## config.mk

```make
export PLATFORM = sky130hd
export DESIGN_NAME = header_text_tokenizer_flat
export DESIGN_NICKNAME = d
export VERILOG_FILES = /design/src/hdl/htt_pkg.sv /design/src/hdl/htt_in_if.sv /design/src/hdl/htt_out_if.sv /design/src/hdl/htt_lexer.sv /design/src/hdl/htt_res_queue.sv /design/src/hdl/header_text_tokenizer.sv /design/src/flat_wrapper.sv
export SDC_FILE = /design/constraint.sdc
export NUM_CORES = 1
export LEC_CHECK = 0
export ABC_AREA = 1
export BUFFER_PORTS_ARGS = -buffer_cell sky130_fd_sc_hd__buf_2
export CAP_MARGIN = 10
export CORE_MARGIN = 4
export CORE_UTILIZATION = 30
export CTS_CLUSTER_DIAMETER = 40
export DETAILED_ROUTE_END_ITERATION = 6
export PLACE_DENSITY = 0.51
export SYNTH_ARGS = -nofsm -noshare
export SYNTH_HDL_FRONTEND = slang
export SYNTH_SLANG_ARGS = --single-unit
```

## constraint.sdc

```tcl
create_clock -name clk -period 7.4 [get_ports clk]
set_input_delay 0.74 -clock clk [delete_from_list [all_inputs] [get_ports clk]]
set_output_delay 0.74 -clock clk [all_outputs]
set_load 0.01 [all_outputs]
```

## src/hdl/htt_pkg.sv

```systemverilog
// Shared types, character codes and token codes for the header text tokenizer.
// No dependencies; the lexer, the result queue and the top level import this package.
package htt_pkg;

  // Token kinds carried in token_kind
  localparam logic [3:0] TK_EOF       = 4'd0;
  localparam logic [3:0] TK_SPACE     = 4'd1;
  localparam logic [3:0] TK_TAB       = 4'd2;
  localparam logic [3:0] TK_CRLF      = 4'd3;
  localparam logic [3:0] TK_CR        = 4'd4;
  localparam logic [3:0] TK_LF        = 4'd5;
  localparam logic [3:0] TK_COLON     = 4'd6;
  localparam logic [3:0] TK_COMMA     = 4'd7;
  localparam logic [3:0] TK_SLASH     = 4'd8;
  localparam logic [3:0] TK_BACKSLASH = 4'd9;
  localparam logic [3:0] TK_LT        = 4'd10;
  localparam logic [3:0] TK_GT        = 4'd11;
  localparam logic [3:0] TK_WORD      = 4'd12;
  localparam logic [3:0] TK_QUOTED    = 4'd13;

  // Error codes
  localparam logic [1:0] ERR_NONE     = 2'd0;
  localparam logic [1:0] ERR_CHAR     = 2'd1;
  localparam logic [1:0] ERR_QUOTE    = 2'd2;

  // Character codes
  localparam logic [7:0] CH_SPACE     = 8'h20;
  localparam logic [7:0] CH_TAB       = 8'h09;
  localparam logic [7:0] CH_CR        = 8'h0D;
  localparam logic [7:0] CH_LF        = 8'h0A;
  localparam logic [7:0] CH_COLON     = 8'h3A;
  localparam logic [7:0] CH_COMMA     = 8'h2C;
  localparam logic [7:0] CH_SLASH     = 8'h2F;
  localparam logic [7:0] CH_BACKSLASH = 8'h5C;
  localparam logic [7:0] CH_LT        = 8'h3C;
  localparam logic [7:0] CH_GT        = 8'h3E;
  localparam logic [7:0] CH_QUOTE     = 8'h22;
  localparam logic [7:0] CH_UNDER     = 8'h5F;
  localparam logic [7:0] CH_DOT       = 8'h2E;
  localparam logic [7:0] CH_DASH      = 8'h2D;

  // Depth of the result queue
  localparam int unsigned RES_DEPTH   = 4;

  // One result transaction
  typedef struct packed {
    logic [3:0] token_kind;
    logic [7:0] text_byte;
    logic       byte_valid;
    logic       token_end;
    logic [1:0] error_code;
    logic       last_result;
  } result_t;

  // Results produced by one accepted item
  typedef struct packed {
    logic [1:0] n;
    result_t    r0;
    result_t    r1;
  } lex_push_t;

  // Queue status towards the top level
  typedef struct packed {
    logic [2:0] level;
    logic       has_room;
  } queue_stat_t;

  // Letters, digits, '.', '-' and '_'
  function automatic logic is_word_byte(input logic [7:0] b);
    is_word_byte = (b >= 8'h61 && b <= 8'h7A) || (b >= 8'h41 && b <= 8'h5A) ||
                   (b >= 8'h30 && b <= 8'h39) || b == CH_DOT || b == CH_DASH ||
                   b == CH_UNDER;
  endfunction

  // Builds a result with last_result clear
  function automatic result_t mk_res(input logic [3:0] kind, input logic [7:0] b,
                                     input logic valid, input logic tend,
                                     input logic [1:0] err);
    result_t r;
    r.token_kind  = kind;
    r.text_byte   = b;
    r.byte_valid  = valid;
    r.token_end   = tend;
    r.error_code  = err;
    r.last_result = 1'b0;
    mk_res = r;
  endfunction

endpackage

```

## src/hdl/htt_in_if.sv

```systemverilog
// Input channel of the tokenizer: one raw byte or the end-of-input mark.
// Depends on nothing.
interface htt_in_if;
  logic       valid;
  logic       ready;
  logic [7:0] in_byte;
  logic       end_of_input;

  modport source (output valid, output in_byte, output end_of_input, input ready);
  modport sink   (input valid, input in_byte, input end_of_input, output ready);
endinterface

```

## src/hdl/htt_out_if.sv

```systemverilog
// Output channel of the tokenizer: one result transaction per handshake.
// Depends on nothing.
interface htt_out_if;
  logic       valid;
  logic       ready;
  logic [3:0] token_kind;
  logic [7:0] text_byte;
  logic       byte_valid;
  logic       token_end;
  logic [1:0] error_code;
  logic       last_result;

  modport source (output valid, output token_kind, output text_byte, output byte_valid,
                  output token_end, output error_code, output last_result, input ready);
  modport sink   (input valid, input token_kind, input text_byte, input byte_valid,
                  input token_end, input error_code, input last_result, output ready);
endinterface

```

## src/hdl/htt_lexer.sv

```systemverilog
// Lexer core: scan mode register and the per-byte decode into zero, one or two results.
// Depends on htt_pkg.
module htt_lexer (
  input  logic              clk,
  input  logic              rst,
  input  logic              fire,
  input  logic [7:0]        in_byte,
  input  logic              end_of_input,
  output htt_pkg::lex_push_t push
);
  import htt_pkg::*;

  typedef enum logic [2:0] {
    M_IDLE, M_SPACE, M_CR, M_WORD, M_QUOTE, M_ESC, M_ERR_CHAR, M_ERR_QUOTE
  } mode_t;

  mode_t   mode, mode_next;
  mode_t   fresh_mode;
  result_t fresh_res, pre_res;
  logic    fresh_has, pre_has, use_fresh;
  result_t r0, r1;
  logic [1:0] n;

  // Decode of a byte seen from the idle mode
  always_comb begin
    fresh_mode = M_IDLE;
    fresh_has  = 1'b1;
    fresh_res  = mk_res(TK_EOF, 8'h00, 1'b0, 1'b1, ERR_NONE);
    if (!end_of_input) begin
      case (in_byte)
        CH_SPACE: begin
          fresh_mode = M_SPACE;
          fresh_res.token_kind = TK_SPACE;
        end
        CH_TAB:       fresh_res.token_kind = TK_TAB;
        CH_CR: begin
          fresh_mode = M_CR;
          fresh_has  = 1'b0;
        end
        CH_LF:        fresh_res.token_kind = TK_LF;
        CH_COLON:     fresh_res.token_kind = TK_COLON;
        CH_COMMA:     fresh_res.token_kind = TK_COMMA;
        CH_SLASH:     fresh_res.token_kind = TK_SLASH;
        CH_BACKSLASH: fresh_res.token_kind = TK_BACKSLASH;
        CH_LT:        fresh_res.token_kind = TK_LT;
        CH_GT:        fresh_res.token_kind = TK_GT;
        CH_QUOTE: begin
          fresh_mode = M_QUOTE;
          fresh_has  = 1'b0;
        end
        default: begin
          if (is_word_byte(in_byte)) begin
            fresh_mode = M_WORD;
            fresh_res  = mk_res(TK_WORD, in_byte, 1'b1, 1'b0, ERR_NONE);
          end else begin
            fresh_mode = M_ERR_CHAR;
            fresh_res  = mk_res(TK_EOF, 8'h00, 1'b0, 1'b0, ERR_CHAR);
          end
        end
      endcase
    end
  end

  // Mode-dependent result ahead of, or instead of, the fresh decode
  always_comb begin
    pre_has   = 1'b0;
    pre_res   = mk_res(TK_EOF, 8'h00, 1'b0, 1'b0, ERR_NONE);
    use_fresh = 1'b0;
    mode_next = mode;
    case (mode)
      M_ERR_CHAR: begin
        pre_has = 1'b1;
        pre_res = mk_res(TK_EOF, 8'h00, 1'b0, 1'b0, ERR_CHAR);
      end
      M_ERR_QUOTE: begin
        pre_has = 1'b1;
        pre_res = mk_res(TK_EOF, 8'h00, 1'b0, 1'b0, ERR_QUOTE);
      end
      M_SPACE: begin
        // further spaces of a run are absorbed
        if (end_of_input || in_byte != CH_SPACE) begin
          use_fresh = 1'b1;
        end
      end
      M_CR: begin
        pre_has = 1'b1;
        if (!end_of_input && in_byte == CH_LF) begin
          pre_res   = mk_res(TK_CRLF, 8'h00, 1'b0, 1'b1, ERR_NONE);
          mode_next = M_IDLE;
        end else begin
          pre_res   = mk_res(TK_CR, 8'h00, 1'b0, 1'b1, ERR_NONE);
          use_fresh = 1'b1;
        end
      end
      M_WORD: begin
        pre_has = 1'b1;
        if (!end_of_input && is_word_byte(in_byte)) begin
          pre_res = mk_res(TK_WORD, in_byte, 1'b1, 1'b0, ERR_NONE);
        end else begin
          pre_res   = mk_res(TK_WORD, 8'h00, 1'b0, 1'b1, ERR_NONE);
          use_fresh = 1'b1;
        end
      end
      M_QUOTE: begin
        pre_has = 1'b1;
        if (end_of_input) begin
          pre_res   = mk_res(TK_EOF, 8'h00, 1'b0, 1'b0, ERR_QUOTE);
          mode_next = M_ERR_QUOTE;
        end else if (in_byte == CH_QUOTE) begin
          pre_res   = mk_res(TK_QUOTED, 8'h00, 1'b0, 1'b1, ERR_NONE);
          mode_next = M_IDLE;
        end else begin
          pre_res = mk_res(TK_QUOTED, in_byte, 1'b1, 1'b0, ERR_NONE);
          if (in_byte == CH_BACKSLASH) begin
            mode_next = M_ESC;
          end
        end
      end
      M_ESC: begin
        pre_has = 1'b1;
        if (end_of_input) begin
          pre_res   = mk_res(TK_EOF, 8'h00, 1'b0, 1'b0, ERR_QUOTE);
          mode_next = M_ERR_QUOTE;
        end else begin
          pre_res   = mk_res(TK_QUOTED, in_byte, 1'b1, 1'b0, ERR_NONE);
          mode_next = M_QUOTE;
        end
      end
      default: use_fresh = 1'b1;
    endcase
    if (use_fresh) begin
      mode_next = fresh_mode;
    end
  end

  // Pack the results in order and mark the final one
  always_comb begin
    r0 = pre_res;
    r1 = fresh_res;
    n  = 2'd0;
    if (pre_has) begin
      n = (use_fresh && fresh_has) ? 2'd2 : 2'd1;
    end else if (use_fresh && fresh_has) begin
      r0 = fresh_res;
      n  = 2'd1;
    end
    r0.last_result = (n == 2'd1);
    r1.last_result = 1'b1;
    push.n  = fire ? n : 2'd0;
    push.r0 = r0;
    push.r1 = r1;
  end

  // Scan mode register
  always_ff @(posedge clk) begin
    if (rst) begin
      mode <= M_IDLE;
    end else if (fire) begin
      mode <= mode_next;
    end
  end

endmodule

```

## src/hdl/htt_res_queue.sv

```systemverilog
// Result queue: takes up to two results per cycle, hands out one per transaction.
// Depends on htt_pkg.
module htt_res_queue (
  input  logic                  clk,
  input  logic                  rst,
  input  htt_pkg::lex_push_t    push,
  input  logic                  pop,
  output htt_pkg::result_t      head,
  output logic                  head_valid,
  output htt_pkg::queue_stat_t  stat
);
  import htt_pkg::*;

  localparam int unsigned PW = $clog2(RES_DEPTH);

  result_t         q [RES_DEPTH];
  logic [PW-1:0]   wr_ptr, rd_ptr;
  logic [PW:0]     level, level_next;

  // Occupancy bookkeeping
  always_comb begin
    level_next = level + {1'b0, push.n} - {{PW{1'b0}}, pop};
  end

  assign head       = q[rd_ptr];
  assign head_valid = (level != '0);
  assign stat.level    = level;
  assign stat.has_room = (level <= (PW+1)'(RES_DEPTH - 2));

  // Pointers and fill level
  always_ff @(posedge clk) begin
    if (rst) begin
      wr_ptr <= '0;
      rd_ptr <= '0;
      level  <= '0;
    end else begin
      wr_ptr <= wr_ptr + PW'(push.n);
      if (pop) begin
        rd_ptr <= rd_ptr + PW'(1);
      end
      level <= level_next;
    end
  end

  // Storage
  always_ff @(posedge clk) begin
    if (push.n != 2'd0) begin
      q[wr_ptr] <= push.r0;
    end
    if (push.n == 2'd2) begin
      q[wr_ptr + PW'(1)] <= push.r1;
    end
  end

endmodule

```

## src/hdl/header_text_tokenizer.sv

```systemverilog
// Header text tokenizer: one byte or end-of-input mark per input transaction, token
// results out. Items are accepted one per cycle while input ready is high; their results
// are written into the result queue. An item yields zero, one or two results, and the
// single result port moves one per cycle while the receiver is ready, so an item that
// ends a word or a CR and starts a new token costs two output transactions. A four-entry
// result queue sits between the lexer and the output; input ready drops while it holds
// more than two results. Errors are sticky until reset.
module header_text_tokenizer (
  input  logic      clk,
  input  logic      rst,
  htt_in_if.sink    in_ch,
  htt_out_if.source out_ch
);
  import htt_pkg::*;

  lex_push_t   push;
  result_t     head;
  logic        head_valid;
  queue_stat_t stat;
  logic        fire, pop;

  assign in_ch.ready = stat.has_room;
  assign fire        = in_ch.valid && in_ch.ready;
  assign pop         = out_ch.valid && out_ch.ready;

  htt_lexer u_lexer (
    .clk          (clk),
    .rst          (rst),
    .fire         (fire),
    .in_byte      (in_ch.in_byte),
    .end_of_input (in_ch.end_of_input),
    .push         (push)
  );

  htt_res_queue u_queue (
    .clk        (clk),
    .rst        (rst),
    .push       (push),
    .pop        (pop),
    .head       (head),
    .head_valid (head_valid),
    .stat       (stat)
  );

  // Output port
  assign out_ch.valid       = head_valid;
  assign out_ch.token_kind  = head.token_kind;
  assign out_ch.text_byte   = head.text_byte;
  assign out_ch.byte_valid  = head.byte_valid;
  assign out_ch.token_end   = head.token_end;
  assign out_ch.error_code  = head.error_code;
  assign out_ch.last_result = head.last_result;

  // Queue never overfills
  a_level: assert property (@(posedge clk) disable iff (rst)
    stat.level <= 3'(RES_DEPTH))
    else $error("result queue overfilled");

  // Of a pair, only the second closes the item
  a_pair: assert property (@(posedge clk) disable iff (rst)
    push.n == 2'd2 |-> !push.r0.last_result && push.r1.last_result)
    else $error("bad last_result in result pair");

  // Error results stand alone
  a_err: assert property (@(posedge clk) disable iff (rst)
    head_valid && head.error_code != ERR_NONE |->
      head.last_result && !head.token_end && !head.byte_valid)
    else $error("malformed error result");

  // Content bytes only in words and quoted strings
  a_byte: assert property (@(posedge clk) disable iff (rst)
    head_valid && head.byte_valid |->
      (head.token_kind == TK_WORD || head.token_kind == TK_QUOTED))
    else $error("content byte on wrong token kind");

endmodule
```

## src/flat_wrapper.sv

```systemverilog
// flat-port wrapper written by rule: the top's interface ports become plain ports
module header_text_tokenizer_flat import htt_pkg::*;
  (clk, rst, in_ch_valid, in_ch_in_byte, in_ch_end_of_input, in_ch_ready, out_ch_valid, out_ch_token_kind, out_ch_text_byte, out_ch_byte_valid, out_ch_token_end, out_ch_error_code, out_ch_last_result, out_ch_ready);
  htt_in_if in_ch_i ();
  htt_out_if out_ch_i ();
  input  logic clk;
  input  logic rst;
  input wire logic [$bits(in_ch_i.valid)-1:0] in_ch_valid;
  input wire logic [$bits(in_ch_i.in_byte)-1:0] in_ch_in_byte;
  input wire logic [$bits(in_ch_i.end_of_input)-1:0] in_ch_end_of_input;
  output wire logic [$bits(in_ch_i.ready)-1:0] in_ch_ready;
  output wire logic [$bits(out_ch_i.valid)-1:0] out_ch_valid;
  output wire logic [$bits(out_ch_i.token_kind)-1:0] out_ch_token_kind;
  output wire logic [$bits(out_ch_i.text_byte)-1:0] out_ch_text_byte;
  output wire logic [$bits(out_ch_i.byte_valid)-1:0] out_ch_byte_valid;
  output wire logic [$bits(out_ch_i.token_end)-1:0] out_ch_token_end;
  output wire logic [$bits(out_ch_i.error_code)-1:0] out_ch_error_code;
  output wire logic [$bits(out_ch_i.last_result)-1:0] out_ch_last_result;
  input wire logic [$bits(out_ch_i.ready)-1:0] out_ch_ready;
  assign in_ch_i.valid = in_ch_valid;
  assign in_ch_i.in_byte = in_ch_in_byte;
  assign in_ch_i.end_of_input = in_ch_end_of_input;
  assign in_ch_ready = in_ch_i.ready;
  assign out_ch_valid = out_ch_i.valid;
  assign out_ch_token_kind = out_ch_i.token_kind;
  assign out_ch_text_byte = out_ch_i.text_byte;
  assign out_ch_byte_valid = out_ch_i.byte_valid;
  assign out_ch_token_end = out_ch_i.token_end;
  assign out_ch_error_code = out_ch_i.error_code;
  assign out_ch_last_result = out_ch_i.last_result;
  assign out_ch_i.ready = out_ch_ready;
  header_text_tokenizer u_core (.clk(clk), .rst(rst), .in_ch(in_ch_i), .out_ch(out_ch_i));
endmodule
```

==> run metrics, run 1 <==
status=finished, final reports clean; site row count=between 40 and 50; Setup crit end kind=register; post-synthesis compound-gate area fraction=between 10% and 20%; Starting DRT DRC Count=317; vias=about 4000; WL/cell=15.73 um; Pleak=between 0.002 and 0.0025 uW; fin area=0.005303 mm^2; Die Y-Extent=between 100 and 150 um; Root Driver=clkbuf_16; Avg Inst Size Synth=between 7 and 8 um^2; initial antenna violation count=2; post-synthesis simple-gate area fraction=just under 30%; peak supply drop=between 0.1 and 0.15 mV; Inst Count DP=between 700 and 800; syn nets=606; P per Cell Area=357.8 mW/mm^2; Post-Route Setup TNS=0 ns; Final Max Tran Viols=0; crit path DAT=about 4.5 ns; DRC Markers=0; Worst Reg-to-Reg Cells=14; post-synthesis async set-or-reset flop share=0%; M2 GR Usage=about a quarter; H-tree Lvls=3; part of the Yosys area used for sequential elements=approximately 48%; Post-Synthesis Cells=roughly 590; routing usage on met1=around a fifth; max-capacitance violation count=0; worst relative slew slack=a little under two fifths; Post-Synth Adder-Cell Area=roughly 1.8%; fmax=between 200 and 250 MHz; Final min period=roughly 4.6 ns; Mapped Area=between 0.004 and 0.005 mm^2; Crit Path Category=in2reg; global-route wire length before repair=20820 um; Util after Layout=between 30% and 40%; Die ar.=between 0.015 and 0.02 mm^2; Area Overhead vs Synth=15.10%; busiest layer in global routing=met2; Initial Util=a little under a third; input/output buffers=31; CP cell instances=buf_2 -> inv_2 -> nand2_1 -> nor2_1 -> nand2_2 -> o21ai_0 -> o21ai_0 -> inv_1 -> nand2_4 -> nand2_2 -> inv_1 -> ha_1 -> inv_1 -> nor2_1 -> nor2_1 -> nor2_1 -> inv_1 -> nand2_1; crit share post-route=roughly 60%; Clock Sinks=80; Setup Buffers After CTS=0; #FFs+latches synth=80; largest family of logic cells by synthesized area=simple AND/OR/NAND/NOR gates; RSZ-0062 raised after global routing=no; vias in the first global route=slightly below 4000; GRT overflow=0; Finished Layout Cells=about 810; Worst-path clk slew=~0.060 ns; pre-CTS setup slack=around 2.5 ns; Critical Path Source Type=input port; post-synthesis xor/xnor area fraction=0.3802%; Post-synth EDFFs=60; Critical Path RT=between 7 and 8 ns; Slew @ Worst Pin=around 0.93 ns; hold depth=2; drt pass-1 iters=5; Final GP Congestion=0.8774; Worst Skew=slightly below 0.006 ns; Hold Violations, Final=0; CTS tree=built; Slowest cell on crit path=nor2_1; largest net degree at the start of global routing=36; Synth warnings=0; Synth Flop Type=edfxtp_1; Netlist cell types=36; Placeable Area=0.01515 mm^2; grt met3 use=under 10%; layout cells sized above 1=15.89%; worst hold-check path type=reg2reg; setup slack after layout=approximately 2.8 ns; area post-placement=0.004959 mm^2; cts repair resizes=0; multiplexer area fraction after synthesis=0%; post-route ant nets=0; WL final=12750 um; Inserted Clock Buffers=9; worst skew pair latency=between 0.3 and 0.4 ns; Final nets=637; delay of the slowest cell on the worst path=0.67 ns; CP Max Fanout=15; DIE WIDTH=between 100 and 150 um; number of diodes=0; Detail Placement HPWL=approximately 9700 um; Global Route Usage Sum=about 15%; I/O pin count=32; vias per inst=around 5; Hold Buf Count CTS=0; final setup vio count=0; CTS Buffer Depth=2
==> state kept, by name, indices dropped and copies added, names as in the netlist, named ones only <==
name / cells
u_core.u_lexer.mode: 3
u_core.u_queue.wr_ptr: 2
u_core.u_queue.level: 3
u_core.u_queue.q: 68
u_core.u_queue.rd_ptr: 2
==> worst max-delay path, delay by kind of cell <==
family / cells / cell delay (ns)
compound gates: 2 / 0.34
fa+ha+maj: 1 / 0.29
simple gates: 9 / 2.30
buf+inv: 6 / 0.83
==> synth_stat cells (2+ instances only) <==
cell      count  area [um^2]
inv_2         9        33.78
nor2_2        8        50.05
nor3_1        3        15.01
a21oi_2       4        35.03
nand2_2      15        93.84
o21ai_0      51        255.2
nand3_2       3        30.03
inv_1        53        198.9
nor3b_1       2        15.01
nor2_1      113        424.2
ha_1          5        62.56
nand2_4       2        22.52
dfxtp_1      20        400.4
clkbuf_1     10        37.54
nand2_1     130        488.0
o22ai_1      25        156.4
nand4_1       4        25.02
nand3_1      25        125.1
a21oi_1      21        105.1
nor2_4        5        56.30
o31ai_1       5        37.54
edfxtp_1     60         1802
==> cells by family (layout without fill, tap and decap cells) <==
| kind of cell | Yosys count | count (layout) |
|---|---|---|
| buffers and inverters | 74 | 110 |
| flip-flops | 80 | 80 |
| AO/OA/AOI/OAI | 112 | 112 |
| AND/OR/NAND/NOR | 313 | 313 |
| adder cells (fa/ha/maj) | 6 | 6 |
| XOR/XNOR | 2 | 2 |
==> metrics by stage <==
stage	power [uW]	hold slack (ns)
final	1897	0.4756
after global routing	2030	0.5070
after CTS	1911	0.4785
after floorplan	1163	0.4356
after global placement	1399	0.4585
after detailed placement	1404	0.4590
==> layer usage <==
metal,wire (um),vias to the layer above
met2,5997,128
met4,217,4
li1,-,2025
met5,26,-
met3,680,22
met1,5832,1866
==> path summary, 6_finish.rpt <==
kind | startpoint | to | slack, ns
min reg2reg | u_core.u_queue.rd_ptr[1] | u_core.u_queue.rd_ptr[1] | 0.48
max | in_ch_in_byte[0] | u_core.u_queue.q[2][1] | 2.84
max reg2reg | u_core.u_lexer.mode[1] | u_core.u_queue.q[2][1] | 3.26
min | u_core.u_queue.rd_ptr[1] | u_core.u_queue.rd_ptr[1] | 0.48
==> final cells by class <==
class,instances,area [um^2]
Fill cell,1561,9843
Sequential cell,80,2202
Multi-Input combinational cell,433,2126
Tap cell,188,235.2
Inverter,62,232.7
Clock buffer,9,225.2
Timing Repair Buffer,32,162.7
Clock inverter,7,118.9
==> power by group <==
part	internal [uW]	switching (uW)
Clock	330	177
Combinational	217	483
Sequential	632	58.3
==> placed cells by master (no fill, tap or decap), types with 8 or more instances in the layout <==
master and count:
buf_2 31, o22ai_1 25, nor2_1 113, dfxtp_1 20, nand2_2 15, o21ai_0 51
edfxtp_1 60, inv_1 53, nand3_1 25, nand2_1 130, inv_2 9, nor2_2 8
a21oi_1 21, clkbuf_16 9
Power figures use the tool's default switching activity.
==> run 2: changes to the inputs <==
PLACE_DENSITY = 0.53   (was 0.51)
clock period = 4 ns   (was 7.4 ns; I/O delays follow)
==> run 2 against run 1 <==
Against the previous run:
- count of clock-buffer cells in the layout did not move
- die area did not move
- routed wire length rose by 1.9%
- clock skew fell by 0.0020 ns
- core utilization rose by 1.1 points
- cell count rose by 2.2%
- flip-flop and latch count did not move
- combinational power rose by 99%
- setup slack got worse by 2.3 ns
- via count barely moved
==> run metrics, run 2 (synthesized netlist as in run 1, its figures left out) <==
status=finished, final reports clean; busiest layer in global routing=met2; highest-count cells in the layout ignoring fill and taps=130 x nand2_1, 113 x nor2_1, 60 x edfxtp_1, 53 x inv_1, 51 x o21ai_0; vias=between 4000 and 5000; site row count=45; sequential fraction of design power=between 30% and 40%; Psw=1347 uW; CTS Buffer Depth=2; Hold Violations, Final=0; commonest non-fill, non-tap cell in the layout=nand2_1; worst skew pair latency=about 0.34 ns; CP Max Fanout=6; max-capacitance violation count=0; Die Y-Extent=131.9 um; Clock Sinks=80; Placeable Area=~0.015 mm^2; grt met3 use=approximately 2.5%; fillcell total=1544; Logic pwr share=between 30% and 40%; DIE WIDTH=131.9 um; crit share post-route=between 80% and 90%; Critical Path Source Type=input port; WL/cell=15.68 um; Pint=around 2300 uW; Die ar.=0.01740 mm^2; Final Max Tran Viols=0; Setup crit end kind=register; worst relative slew slack=about a third; Clock Power Share=27.4%; Area Overhead vs Synth=18.82%; Inserted Clock Buffers=9; global-route wire length before repair=20930 um; routing usage on met1=a little under 20%; H-tree Lvls=3; peak supply drop=0.2289 mV; worst hold-check path type=in2reg; Regs by FF count=u_core.u_queue.q x68, u_core.u_lexer.mode x3, u_core.u_queue.level x3; Worst-path clk slew=about 0.060 ns; fmax=around 290 MHz; vias in the first global route=~4000; DRC Markers=0; crit path DAT=roughly 3.7 ns; GRT overflow=0; layout cells sized above 1=18.41%; Critical Path RT=around 4.2 ns; M2 GR Usage=24.94%; number of diodes=0; Worst Skew=0.003836 ns; Detail Placement HPWL=approximately 9600 um; Tot Pwr=roughly 3700 uW; Setup Buffers After CTS=0; Util after Layout=between 30% and 40%; Root Driver=clkbuf_16; Post-Route Setup TNS=0 ns; post-route ant nets=0; Starting DRT DRC Count=between 200 and 250; Final nets=about 660; drt pass-1 iters=4; Slew @ Worst Pin=around 1 ns; Most flops, register=u_core.u_queue.q; Final GP Congestion=about 0.9; max reg flops=68; initial antenna violation count=0; P per Cell Area=approximately 670 mW/mm^2; Crit Path Category=in2reg; Initial Util=30.42%; CTS tree=built; Hold Buf Count CTS=0; WL final=13000 um; final setup vio count=0; vias per inst=4.881; RSZ-0062 raised after global routing=no; Pleak=0.002317 uW; I/O pin count=32; Final min period=around 3.4 ns; Global Route Usage Sum=15.09%; largest net degree at the start of global routing=35; cts repair resizes=0; input/output buffers=31; Sw Share=~37%
## run 2: cell count changes in the layout (fill, tap and decap cells not counted)
| cell | delta |
|---|---|
| buf_4 | +17 |
| buf_12 | +1 |
| bufinv_16 | +1 |
| clkinv_1 | -1 |
| clkinv_2 | +1 |
| clkinvlp_4 | -1 |
## run 2: per-layer routing
layer / up-vias / part of all wire, %
met5: - / 0
met4: 0 / 1.4
li1: 2067 / -
met1: 1885 / 46
met3: 12 / 4.3
met2: 82 / 48
## run 2: final cells by class
class | count | area [um^2] | share of cell area, %
clock buffers | 9 | 225.2 | 4.114
clock inverters | 7 | 142.6 | 2.606
flip-flops and latches | 80 | 2202 | 40.23
multi-input cells | 433 | 2126 | 38.83
well taps | 188 | 235.2 | 4.297
inverters | 62 | 232.7 | 4.251
repair buffers | 50 | 310.3 | 5.669
## run 2: path summary, 6_finish.rpt
| kind | startpoint | to | slack, ns | cells after the start |
|---|---|---|---|---|
| setup / recovery | in_ch_in_byte[0] | u_core.u_queue.level[2] | 0.56 | 22 |
| hold / removal | rst | u_core.u_queue.level[1] | 0.27 | 2 |
| setup reg to reg | u_core.u_lexer.mode[0] | u_core.u_queue.level[2] | 0.69 | 20 |
| hold reg to reg | u_core.u_queue.rd_ptr[1] | u_core.u_queue.rd_ptr[1] | 0.47 | 2 |
## run 2: power by group through the flow
stage	clock network [uW]	registers (uW)	logic [uW]
floorplan	0	1250	900
global placement	0	1270	1390
detailed placement	0	1280	1400
CTS	1020	1260	1410
global route	1050	1280	1560
finish	1000	1260	1390
## run 2: worst max-delay path: stages
cell     delay [ns]
buf_2          0.13
inv_2          0.10
nand2_1        0.11
nor2_1         0.21
nand2_2        0.11
o21ai_0        0.22
o21ai_0        0.12
inv_1          0.13
nand2_4        0.09
nand2_2        0.10
inv_1          0.05
ha_1           0.28
inv_1          0.07
nor2_1         0.19
inv_1          0.08
ha_1           0.27
inv_1          0.04
ha_1           0.19
fa_1           0.38
xor2_1         0.16
o21ai_0        0.15
a21oi_1        0.06
## run 2: per-stage QoR
step	hold WS [ns]	cell area, um^2	std cells	worst slack (ns)
after floorplan	0.4356	4607	587	0.6793
after global placement	0.4522	5106	813	0.3301
after detailed placement	0.4617	5106	813	0.2229
after CTS	0.2604	5474	829	0.5796
after global routing	0.2677	5474	829	0.1434
final	0.2671	5474	829	0.5642
==> run 3: changes to the inputs <==
CTS_CLUSTER_DIAMETER = 100   (was 40)
PLACE_DENSITY = 0.51   (was 0.53)
SETUP_SLACK_MARGIN = 0.2   (was default)
clock period = 3.4 ns   (was 4 ns; I/O delays follow)
==> run 3 against run 2 <==
Against the previous run:
- flip-flop and latch count stayed put
- routed wire length up 3.4%
- combinational power up 24%
- critical path depth is 2 higher
- via count up 3.9%
- sequential power is 18% higher
- setup slack lost 0.13 ns
- final area is 3.3% higher
- core utilization grew 1.2 points
- critical endpoint unchanged
==> run metrics, run 3 (synthesized netlist as in run 1, its figures left out) <==
r2r endpoint=u_core.u_queue.level[2]; highest-count cells in the layout ignoring fill and taps=129 x nand2_1, 110 x nor2_1, 60 x edfxtp_1, 53 x inv_1, 50 x o21ai_0; Logic pwr share=approximately two fifths; Final nets=~680; Clock Power Share=about a quarter; final setup vio count=0; Worst Skew=0.003885 ns; Hold Buf Count CTS=0; Area Overhead vs Synth=22.71%; Global Route Usage Sum=about 16%; fmax=337.2 MHz; initial antenna violation count=0; Final Max Tran Viols=0; crit share post-route=just under 90%; status=finished, final reports clean; Crit Path Category=in2reg; Pint=around 2600 uW; Detail Placement HPWL=between 9000 and 10000 um; area of the multi-input gates=0.002141 mm^2; Pleak=around 0.0024 uW; CTS tree=built; Hold Violations, Final=0; Final GP Congestion=0.9473; Slew @ Worst Pin=about 1.0 ns; worst relative slew slack=between 30% and 40%; global-route wire length before repair=21860 um; Critical Path RT=around 3.6 ns; sequential cell area=0.002203 mm^2; site row count=45; WL final=about 13000 um; Inst Count DP=roughly 840; Worst-path clk slew=roughly 0.060 ns; RSZ-0062 raised after global routing=no; Setup Buffers After CTS=0; CTS Buffer Depth=2; Root Driver=clkbuf_16; Final min period=~3 ns; Inserted Clock Buffers=9; DIE WIDTH=between 100 and 150 um; P per Cell Area=749.0 mW/mm^2; CP Max Fanout=7; largest net degree at the start of global routing=35; worst hold-check path type=in2reg; Placeable Area=roughly 0.015 mm^2; layout cells sized above 1=between 20 and 25%; WL/cell=roughly 16 um; vias in the first global route=slightly above 4000; Most flops, register=u_core.u_queue.q; Sw Share=between 30 and 40%; number of diodes=0; max-capacitance violation count=0; fillcell total=1580; commonest non-fill, non-tap cell in the layout=nand2_1; worst skew pair latency=approximately 0.33 ns; Tot Pwr=around 4200 uW; max reg flops=approximately 70; vias per inst=about 4.9; Die ar.=between 0.015 and 0.02 mm^2; Worst R2R Start=u_core.u_lexer.mode[0]; Critical Path Source Type=input port; I/O pin count=32; Finished Layout Cells=approximately 860; Regs by FF count=u_core.u_queue.q x68, u_core.u_lexer.mode x3, u_core.u_queue.level x3; input/output buffers=31; vias=approximately 4200; Psw=1602 uW; post-route ant nets=0; Worst Reg-to-Reg Cells=20; Min-Delay Endpoint=u_core.u_queue.wr_ptr[0]; Die Y-Extent=between 100 and 150 um; DRC Markers=0; drt pass-1 iters=4; Clock Sinks=80; Util after Layout=37.32%; hold depth=2; peak supply drop=about 0.25 mV; GRT overflow=0; Initial Util=a little under a third; H-tree Lvls=3; Setup crit end kind=register; Reg2Reg Setup Slack=about 0.44 ns; Starting DRT DRC Count=around 260; Worst Min Path Start=rst; sequential fraction of design power=35.1%; crit path DAT=3.19 ns
run 3: cell types whose count changed in the layout (fill, tap and decap cells not counted), sizes merged:
cell / change
buf: +29
bufinv: -2
clkbuf: +1
clkinv: +1
clkinvlp: +1
inv: -1
run 3: layout make-up:
cell class,count,share of cell area (%)
flip-flops and latches,80,38.98
multi-input cells,433,37.87
repair buffers,79,9.340
well taps,188,4.161
inverters,62,4.117
clock buffers,10,4.050
clock inverters,6,1.483
run 3: power groups by stage:
| stage | Clock [uW] | Combinational [uW] | Sequential, uW |
|---|---|---|---|
| final | 1020 | 1730 | 1490 |
| after detailed placement | 0 | 1740 | 1500 |
| after global routing | 1090 | 1940 | 1510 |
| after global placement | 0 | 1720 | 1500 |
| after floorplan | 0 | 1060 | 1470 |
| after CTS | 1030 | 1750 | 1480 |
run 3: worst max path at each step:
stage,depth (start not counted),to,slack (ns),start
2_1_floorplan,21,u_core.u_queue.level[2],0.20,in_ch_in_byte[0]
3_5_place_dp,21,u_core.u_queue.level[2],-0.01,in_ch_in_byte[3]
3_3_place_gp,21,u_core.u_queue.level[2],0.05,in_ch_in_byte[3]
5_1_grt,22,u_core.u_queue.level[2],0.21,in_ch_in_byte[1]
6_report,24,u_core.u_queue.level[2],0.43,in_ch_in_byte[2]
4_1_cts,20,u_core.u_queue.level[2],0.32,u_core.u_lexer.mode[0]
run 3: worst max-delay path, stage by stage:
cell	delay [ns]
buf_2	0.10
buf_4	0.12
nand2_2	0.10
nor2_1	0.21
nand2_1	0.09
nand2_1	0.07
a21oi_2	0.04
nand3_2	0.09
nand2_4	0.06
nand2_2	0.09
nand2_4	0.05
nand2_2	0.06
inv_1	0.04
ha_1	0.28
inv_1	0.06
nor2_2	0.12
inv_1	0.06
ha_1	0.26
inv_1	0.03
ha_1	0.18
fa_1	0.37
xor2_1	0.16
o21ai_0	0.15
a21oi_1	0.05
run 3: through the flow:
step / instance area [um^2] / TNS (ns) / setup slack, ns / hold WS, ns
after global placement: 5329 / 0 / 0.04586 / 0.4526
after CTS: 5642 / 0 / 0.3237 / 0.2203
final: 5653 / 0 / 0.4341 / 0.2223
after global routing: 5653 / 0 / 0.2104 / 0.2416
after floorplan: 4612 / 0 / 0.2033 / 0.4091
after detailed placement: 5329 / -0.01458 / -0.01458 / 0.4556
run 3: what timing repair did:
item	4_1_cts	5_1_grt
setup endpoints to repair	0	1
resized for setup	0	5
hold endpoints to repair	0	0
run 3: per-layer routing:
layer	wire, um	up-vias	part of all wire, %	track usage (%)
met3	570	13	4.2	2.405
li1	-	2117	-	-
met1	6182	2000	46	20.85
met5	0	-	0	0
met2	6486	73	48	26.74
met4	191	0	1.4	4.609
